`config.mk`:
```
export PLATFORM = sky130hd
export DESIGN_NAME = evp_div_cell
export DESIGN_NICKNAME = d
export VERILOG_FILES = /design/src/rtl/core/evp_div_cell.sv
export SDC_FILE = /design/constraint.sdc
export NUM_CORES = 1
export LEC_CHECK = 0
export ABC_AREA = 1
export ABC_CLOCK_PERIOD_IN_PS = 2390
export BUFFER_PORTS_ARGS = -buffer_cell sky130_fd_sc_hd__buf_2
export CORE_MARGIN = 2
export CORE_UTILIZATION = 35
export DETAILED_ROUTE_END_ITERATION = 8
export SYNTH_ARGS = -nofsm -noshare
export SYNTH_HDL_FRONTEND = slang
export SYNTH_SLANG_ARGS = --single-unit
```
`constraint.sdc`:
```
create_clock -name aclk -period 2.39 [get_ports aclk]
set_input_delay 0.478 -clock aclk [delete_from_list [all_inputs] [get_ports aclk]]
set_output_delay 0.478 -clock aclk [all_outputs]
set_load 0.005 [all_outputs]
```
`src/rtl/core/evp_div_cell.sv`:
```
// evp_div_cell: one restoring division step, one quotient bit per cell
// no package dependencies; divisor, numerator and side data ride along
module evp_div_cell #(
    parameter int NUM_W   = 59,
    parameter int DEN_W   = 31,
    parameter int Q_W     = 59,
    parameter int SIDE_W  = 1,
    parameter int BIT_IDX = 0
) (
    input  logic              aclk,
    input  logic              en,
    input  logic [DEN_W-1:0]  rem_i,
    input  logic [NUM_W-1:0]  num_i,
    input  logic [DEN_W-1:0]  den_i,
    input  logic [Q_W-1:0]    quo_i,
    input  logic [SIDE_W-1:0] side_i,
    output logic [DEN_W-1:0]  rem_o,
    output logic [NUM_W-1:0]  num_o,
    output logic [DEN_W-1:0]  den_o,
    output logic [Q_W-1:0]    quo_o,
    output logic [SIDE_W-1:0] side_o
);

    logic [DEN_W:0]   rem_sh;
    logic [DEN_W:0]   diff;
    logic             take;
    logic [DEN_W-1:0] rem_next;
    logic [DEN_W-1:0] rem_reg;
    logic [NUM_W-1:0] num_reg;
    logic [DEN_W-1:0] den_reg;
    logic [Q_W-1:0]   quo_reg;
    logic [SIDE_W-1:0] side_reg;

    always_comb begin
        rem_sh   = {rem_i, num_i[NUM_W-1-BIT_IDX]};
        diff     = rem_sh - {1'b0, den_i};
        take     = (rem_sh >= {1'b0, den_i});
        rem_next = take ? diff[DEN_W-1:0] : rem_sh[DEN_W-1:0];
    end

    always_ff @(posedge aclk) begin
        if (en) begin
            rem_reg  <= rem_next;
            num_reg  <= num_i;
            den_reg  <= den_i;
            quo_reg  <= {quo_i[Q_W-2:0], take};
            side_reg <= side_i;
        end
    end

    assign rem_o  = rem_reg;
    assign num_o  = num_reg;
    assign den_o  = den_reg;
    assign quo_o  = quo_reg;
    assign side_o = side_reg;

endmodule

```
==> reports/metrics.cfg <==
[layout]
final_cell_mix=361 x buf_2, 292 x nand2_1, 181 x edfxtp_1
final_area_um2=11500
antenna_cells=0
area_growth_pct=38.0
layout.nets=1445
final_common_cell=buf_2
final_layout_size_suffix_gt1_share_pct=36.3

[sta]
fmax_mhz=485
min_period_ps=2060
finalSetupViolCount=0
slew_violations=0
slew_headroom_pct=68.6
setup_tns_ps=0
fin_crit_sh_pct=86.4
rsz0062_at_grt=false
finalHoldViolCount=0
worst_slew_pin_slew_ps=471

[synth]
synth_area_um2=8350
netlist.area_leader.share_pct=65.1
synthSimpleGateAreaFrac_pct=19.5
synth_edf_count=181
synth_xor_area_share_pct=1.47
ys_seq_elements=181
synth_cell_types=27
syn_inst=810
async_reset_ff_share_pct=0
yosys.area.top_type=edfxtp_1
syn_nets=1025
synth_warnings=0
synthAdderAreaFrac_pct=4.89
ys_seq_area_share_pct=65.1
synth_area_leaders=edfxtp_1 65%, nand2_1 13%, inv_1 6.8%
synthMuxAreaShare_pct=0
synth_ff_type=edfxtp_1
synth_compound_area_share_pct=1.51
synth_top_family_by_area=simple AND/OR/NAND/NOR gates
avgSynthCellArea_um2=10.3

[detailed_routing]
vias=6771
ant_nets=0
wl_met1_um=9160
wirelength_um=23300
met2WireLength_um=12100
first_pass_iters=5
maxUsedRoutingLayer=met5
viasPerCell=4.33
routed-wl-met3_um=1570
wl_per_cell_um=14.9
drtIter0Drc=339
drc=0

[setup_path]
slowest_delay_ps=370
crit_type=primary input to flop
cp_max_fo=3
cpMostUsedCell=nand2_1
crit_slowest_cell=fa_1
startpoint_type=primary input
crit_family=simple AND/OR/NAND/NOR gates
critPathArrivalTime_ps=2230
path_buf_inv=4
critPathCaptureType=flop
path_cells=buf_2 -> inv_1 -> ha_1 -> fa_1 -> inv_1 -> nand2_1 -> nand2_1 -> buf_4 -> nand4_1 -> nand3_1 -> nand2_1 -> nand2_1 -> nand2_1 -> nand3_1 -> nand2_1
crit_required_ps=2560

[placement]
gp_congestion=0.855
dp_hpwl_um=19000
postPlaceCellArea_um2=10900
port_buffers=362

[grt]
track_usage_pct=18.4
grt_pass1_vias=6616
grt_remaining_overflow=0
antenna_found_initial=1
grt_start_max_net_pins=44
grt_pass1_wl_um=34900

[clock_tree]
holdBufCountCts=0
clockBufferDepth=2
post_cts_buffers=0
cts_max_level=4
clkSinkCount=181
cts_resized=0
cts_tree=built
cts-root-buf=clkbuf_16
clkTransAtPathRegs_ps=80
cts_buffers=17

[power]
power_frac_comb_pct=17.4
seq_power_share_pct=48.3
power.internal_mw=5.86
switching_share_pct=27.3
vdd_drop_max_mv=0.479
power_leakage_nw=5.82
power_density_nw_per_um2=699
p_clk_share_pct=34.3
p_switching_mw=2.20

[floorplanning]
rows=56
die_x_um=158
core-area_um2=23500
initial_core_util_pct=35.6
die_h_um=158
ioPinCount=364
dieArea_um2=25100

[min_path]
min_path_type=primary input to flop

[status]
status=finished clean

[job]
drv_cap=0

[per-stage QoR]
| stage | setup WS [ps] | hold WS [ps] | utilization, % | total power, mW | cells |
|---|---|---|---|---|---|
| finish | 326 | 220 | 49.1 | 8.05 | 1562 |
| floorplan | 13.0 | 577 | - | 4.59 | 810 |
| global route | 139 | 194 | 49.1 | 8.48 | 1562 |
| detailed placement | -121 | 656 | 46.6 | 5.38 | 1530 |
| global placement | -54.2 | 654 | 46.6 | 5.36 | 1530 |
| CTS | 337 | 202 | 49.1 | 8.17 | 1562 |
[power groups by stage]
stage	clock network (mW)	registers (mW)	logic, mW
6_report	2.76	3.89	1.40
5_1_grt	2.97	3.92	1.59
4_1_cts	2.85	3.89	1.42
3_5_place_dp	0	3.96	1.42
3_3_place_gp	0	3.96	1.40
2_1_floorplan	0	4.02	0.566
[flip-flops by register name, indices dropped and copies added, names as in the netlist]
name and cells:
num_o 59, quo_o 59, den_o 31, rem_o 31, side_o 1
[synthesized netlist by cell type (2+ instances only)]
master and count:
nor2_1 38, a21oi_1 16, xor2_1 13, o21ai_0 3
edfxtp_1 181, buf_6 2, buf_2 4, nor2_2 2
nand2_2 2, nor2_4 2, inv_2 3, nand2_1 292
or2_2 2, ha_1 31, nand3_1 43, nand4_1 7
nand3b_1 3, o21bai_1 3, inv_1 152, nor3_1 4
[layout make-up]
class	instances	area [um2]
Clock buffer	18	429
Clock inverter	14	156
Fill cell	2292	12000
Inverter	155	582
Multi-Input combinational cell	468	2290
Sequential cell	181	5440
Tap cell	319	399
Timing Repair Buffer	407	2230
[layer usage]
layer	global-route usage [%]	vias up
li1	-	3444
met1	20.8	3052
met2	33.6	243
met3	4.98	30
met4	5.58	2
met5	0	-
[final timing paths]
check / startpoint / to / slack, ps / depth (start not counted)
worst min-delay path: quo_i[37] / quo_o[38] / 220 / 1
worst max-delay path: num_i[58] / rem_o[20] / 330 / 15
[logic make-up after synthesis]
kind of cell | Yosys count
fa+ha+maj | 32
simple gates | 399
compound gates | 23
flops | 181
xor+xnor | 14
buf+inv | 161
Note: power is estimated with default switching activity, not from simulation.
