### config.mk
export PLATFORM = sky130hd
export DESIGN_NAME = evp_cordic_cell
export DESIGN_NICKNAME = d
export VERILOG_FILES = /design/src/rtl/core/evp_pkg.sv /design/src/rtl/core/evp_cordic_cell.sv
export SDC_FILE = /design/constraint.sdc
export NUM_CORES = 1
export LEC_CHECK = 0
export ABC_AREA = 1
export BUFFER_PORTS_ARGS = -buffer_cell sky130_fd_sc_hd__buf_2
export CORE_AREA = 8 8 392 394
export DETAILED_ROUTE_END_ITERATION = 8
export DIE_AREA = 0 0 400 402
export GPL_TIMING_DRIVEN = 0
export MAX_ROUTING_LAYER = met4
export PLACE_DENSITY = 0.5
export SKIP_CTS_REPAIR_TIMING = 1
export SYNTH_ARGS = -nofsm -noshare
export SYNTH_HDL_FRONTEND = slang
export SYNTH_SLANG_ARGS = --single-unit
### constraint.sdc
create_clock -name aclk -period 3 [get_ports aclk]
set_clock_uncertainty 0.2 [all_clocks]
set_input_delay 0.45 -clock aclk [delete_from_list [all_inputs] [get_ports aclk]]
set_output_delay 0.45 -clock aclk [all_outputs]
set_load 0.03 [all_outputs]
### src/rtl/core/evp_pkg.sv
// evp_pkg: shared types, widths and constants of the view projection pipeline
// holds the cordic lane type and the arctangent phase table
// no dependencies
package evp_pkg;

    localparam int ANGLE_ITER_DEF = 16;
    localparam int ATAN_ENTRIES   = 24;

    localparam int CORDIC_W = 34;
    localparam int LANES    = 4;
    localparam int LANE_PITCH = 0;
    localparam int LANE_YAW   = 1;
    localparam int LANE_ROLL  = 2;
    localparam int LANE_FOV   = 3;

    localparam logic signed [CORDIC_W-1:0] CORDIC_GAIN = 34'sd652032874;

    localparam int COORD_W = 32;
    localparam int DELTA_W = COORD_W + 1;
    localparam int ROW_W   = 33;
    localparam int PROD_W  = DELTA_W + ROW_W;
    localparam int ACC_W   = PROD_W + 2;
    localparam int VIEW_W  = 40;
    localparam int SIN_W   = 31;
    localparam int CTR_W   = 12;
    localparam int FX_W    = CTR_W + SIN_W;
    localparam int FNUM_W  = FX_W + 16;
    localparam int FLO_W   = 30;
    localparam int MAG_W   = VIEW_W;
    localparam int NPROD_W = MAG_W + FNUM_W;
    localparam int OFFQ_W  = 31;
    localparam int PIX_W   = 13;
    localparam int QPIX_W  = 34;

    localparam logic [1:0] REG_SCREEN_WIDTH  = 2'd0;
    localparam logic [1:0] REG_SCREEN_HEIGHT = 2'd1;

    typedef struct packed {
        logic signed [CORDIC_W-1:0] x;
        logic signed [CORDIC_W-1:0] y;
        logic signed [CORDIC_W-1:0] z;
        logic                       neg;
    } cordic_lane_t;

    function automatic logic [31:0] atan_phase(input int idx);
        logic [31:0] r;
        case (idx)
            0:  r = 32'd536870912;
            1:  r = 32'd316933406;
            2:  r = 32'd167458907;
            3:  r = 32'd85004756;
            4:  r = 32'd42667331;
            5:  r = 32'd21354465;
            6:  r = 32'd10679838;
            7:  r = 32'd5340245;
            8:  r = 32'd2670163;
            9:  r = 32'd1335087;
            10: r = 32'd667544;
            11: r = 32'd333772;
            12: r = 32'd166886;
            13: r = 32'd83443;
            14: r = 32'd41722;
            15: r = 32'd20861;
            16: r = 32'd10430;
            17: r = 32'd5215;
            18: r = 32'd2608;
            19: r = 32'd1304;
            20: r = 32'd652;
            21: r = 32'd326;
            22: r = 32'd163;
            23: r = 32'd81;
            default: r = 32'd0;
        endcase
        return r;
    endfunction

endpackage

### src/rtl/core/evp_cordic_cell.sv
// evp_cordic_cell: one rotation step of the sine/cosine cordic, four angles side by side
// depends on evp_pkg for the lane type and the arctangent table
// side data rides along unchanged
module evp_cordic_cell #(
    parameter int STEP   = 0,
    parameter int SIDE_W = 99
) (
    input  logic                                   aclk,
    input  logic                                   en,
    input  evp_pkg::cordic_lane_t [evp_pkg::LANES-1:0] lane_i,
    input  logic [SIDE_W-1:0]                      side_i,
    output evp_pkg::cordic_lane_t [evp_pkg::LANES-1:0] lane_o,
    output logic [SIDE_W-1:0]                      side_o
);
    import evp_pkg::*;

    localparam logic signed [CORDIC_W-1:0] ATAN_STEP =
        CORDIC_W'($signed({2'b00, atan_phase(STEP)}));

    cordic_lane_t [LANES-1:0] lane_next;
    cordic_lane_t [LANES-1:0] lane_reg;
    logic [SIDE_W-1:0]        side_reg;

    always_comb begin
        lane_next = lane_i;
        for (int l = 0; l < LANES; l++) begin
            if (lane_i[l].z >= 0) begin
                lane_next[l].x = lane_i[l].x - (lane_i[l].y >>> STEP);
                lane_next[l].y = lane_i[l].y + (lane_i[l].x >>> STEP);
                lane_next[l].z = lane_i[l].z - ATAN_STEP;
            end else begin
                lane_next[l].x = lane_i[l].x + (lane_i[l].y >>> STEP);
                lane_next[l].y = lane_i[l].y - (lane_i[l].x >>> STEP);
                lane_next[l].z = lane_i[l].z + ATAN_STEP;
            end
        end
    end

    always_ff @(posedge aclk) begin
        if (en) begin
            lane_reg <= lane_next;
            side_reg <= side_i;
        end
    end

    assign lane_o = lane_reg;
    assign side_o = side_reg;

endmodule

==> results.yml <==
synth:
  ys_ff_latch: 507
  synth_nets: 7408
  synth_compound_area_share_pct: 11.31
  synth_edf_count: 507
  synth_top_family_by_area: "simple AND/OR/NAND/NOR gates"
  ys_warn_count: 0
  syn_avg_cell_area_sq_um: 7.034
  synth.cell_area_sq_mm: 0.04546
  synthFlopType: "edfxtp_1"
  synthAdderAreaFrac_pct: 12.15
  synthMuxAreaShare_pct: 0
  synthSimpleGateAreaFrac_pct: 29.67
  ys_async_sr_fraction_pct: 0
  synth_cell_types: 45
  yosysSeqAreaShare_pct: 33.49
  synth_cells: 6463
  synth_xor_area_share_pct: 2.851
status:
  violations: "hold timing, setup timing"
  status: "finished with violations"
critical_path:
  timing.critical_path.fanout_max: 18
  path_common_cell: "nand2_1"
  slowest_stage: "inv_2"
  worstPathCellList: "buf_2 > nor2_1 > nand4_1 > nor3_4 > nand2_1 > nor2_4 > nor2_2 > inv_2 > ha_1 > nand2_1 > nand2_1 > a21oi_1 > xnor2_1"
  cp.depth: 13
  cp.arrival_ns: 3.25
  critPathMaxStageDelay_ns: 0.40
  worstSetupPathType: "input pin to flip-flop"
  required_ns: 3.23
  critPathLaunch: "lane_i[115]"
  start_kind: "input pin"
  critPathCaptureType: "flip-flop"
  path_buf_inv: 2
  path_delay_family: "simple AND/OR/NAND/NOR gates"
power_and_ir_drop:
  p_leak_nw: 28.91
  cellPowerDensity_mw_per_mm2: 473.1
  irDropWorstVdd_mv: 0.4813
floorplan:
  die_w_um: 400
  num_rows: 141
  core_sq_mm: 0.1471
  dieArea_sq_mm: 0.1608
  ios: 1024
  die_h_um: 402
  initial_core_util_pct: 30.90
cts:
  cts.sinks: 507
  clock-root-buffer: "clkbuf_16"
  clkTransAtPathRegs_ns: 0.06
  htreeDepth: 2
  clock_path_buffers: 3
  cts_buffers: 61
  cts_tree: "done"
grt:
  grt_max_degree: 118
  grt_remaining_overflow: 0
  grt_pass1_vias: 46610
  grt_antenna_before_repair: 53
  track_usage_pct: 26.50
  grt_pass1_wl_um: 309800
route:
  drt_iter0_markers: 3973
  ant_nets: 0
  dr.pass1.iters: 8
  via_per_inst: 5.008
  wl_um: 221500
  drc: 0
  wl_per_cell_um: 22.63
  vias: 49030
placed_design:
  port_buffers: 1023
  dpl.hpwl_um: 186400
  globalplace.congestion: 0.9905
sta:
  hold_viol_final: 1
  worst_slack_ns: -0.02538
  drv_slew: 0
  setup_tns_ns: -0.02538
  rsz0062_at_grt: "true"
  tightestPinTransition_ns: 1.352
  setup_viol: 1
  fin_crit_ns: 3.025
  max_freq_mhz: 330.5
  min_period_over_period_pct: 100.8
  fin_hold_ws_ns: -0.2183
  relSlewSlack_pct: 9.838
min_path:
  hp-class: "input pin to flip-flop"
  hold_start: "lane_i[106]"
  hold_depth: 1
run:
  cap_violations: 0
layout:
  multi_input_area_sq_mm: 0.02553
  nets: 8730
  drive_gt1_share_pct: 17.32
  seq_area_sq_mm: 0.01522
  synthToLayoutAreaGrowth_pct: 26.67
  nFillCells: 15800
sequential cells by signal, indices dropped and copies added (netlist names):
register / count
lane_o: 408
side_o: 99
cell usage after synthesis, types with 11 or more instances:
cell type	n	area share, %
clkbuf_1	12	0.099
nand3b_1	19	0.31
o21ai_0	364	4.0
inv_1	969	8.0
nor4_1	19	0.26
nor3_1	73	0.80
nand2_1	1847	15
buf_4	72	1.2
nor2_2	24	0.33
ha_1	416	11
nand3_1	611	6.7
a21o_1	16	0.26
o21ai_1	55	0.61
fa_1	16	0.70
nor2_1	546	4.5
nand2_2	12	0.17
nand4_1	59	0.81
xor2_1	142	2.7
a21oi_1	468	5.2
inv_2	11	0.091
edfxtp_1	507	33
buf_2	82	0.90
o21bai_1	43	0.71
placed cells by master (no fill, tap or decap), drive strengths merged:
cell,instances
inv,984
a21oi,471
a21o,16
nand3b,19
clkbuf,85
clkinvlp,3
nand3,615
ha,416
nor2,570
xnor2,6
a31oi,9
edfxtp,507
a22oi,1
o21a,7
xor2,142
bufinv,6
fa,16
buf,1189
dlygate4sd3,233
and3,2
nand4,59
and2,7
o211ai,9
clkinv,26
nor4,22
nand2,1860
nor3b,1
or2,7
o21ai,422
clkdlybuf4s15,2
diode,26
o21bai,43
nor3,76
a21boi,3
metal layers:
layer	up-vias	global-route usage [%]	wire length (um)
li1	23690	-	-
met1	22980	32.38	91840
met2	2004	43.95	103400
met3	352	4.601	16840
met4	0	9.471	9480
met5	-	-	0
through the flow:
step | power, W | util [%] | std cells | setup WS, ns | instance area, sq um
2_1_floorplan | 0.01545 | - | 6463 | 0.3560 | 45460
3_3_place_gp | 0.01956 | 36.02 | 9416 | -7.026 | 53000
3_5_place_dp | 0.01947 | 36.10 | 9420 | -1.738 | 53120
4_1_cts | 0.02715 | 37.45 | 9532 | -0.9926 | 55100
5_1_grt | 0.02863 | 39.14 | 9788 | -0.07981 | 57580
6_report | 0.02724 | 39.14 | 9790 | -0.02538 | 57590
report_power, final:
part / switching, W / total, W / internal, W
combinational: 0.00763 / 0.0106 / 0.00299
clock: 0.00326 / 0.00752 / 0.00426
sequential: 0.000256 / 0.00910 / 0.00884
total: 0.0111 / 0.0272 / 0.0161
worst paths after layout:
kind and end:
min lane_o[106], max lane_o[137]
area by class of cell:
cell class / count / share of cell area (%)
Multi-Input combinational cell: 4799 / 44.34
Sequential cell: 507 / 26.44
Timing Repair Buffer: 1260 / 13.15
Inverter: 980 / 6.388
Tap cell: 1930 / 4.193
Clock buffer: 73 / 2.729
Buffer: 176 / 1.942
Clock inverter: 39 / 0.7105
Antenna cell: 26 / 0.1130
logic make-up (layout without fill, tap and decap cells):
logic type               Yosys count  after routing
AO/OA/AOI/OAI                    981            981
buffers and inverters           1157           2528
AND/OR/NAND/NOR                 3238           3238
flip-flops                       507            507
adder cells (fa/ha/maj)          432            432
XOR/XNOR                         148            148
other                              0             26
Note: power is estimated with default switching activity, not from simulation.
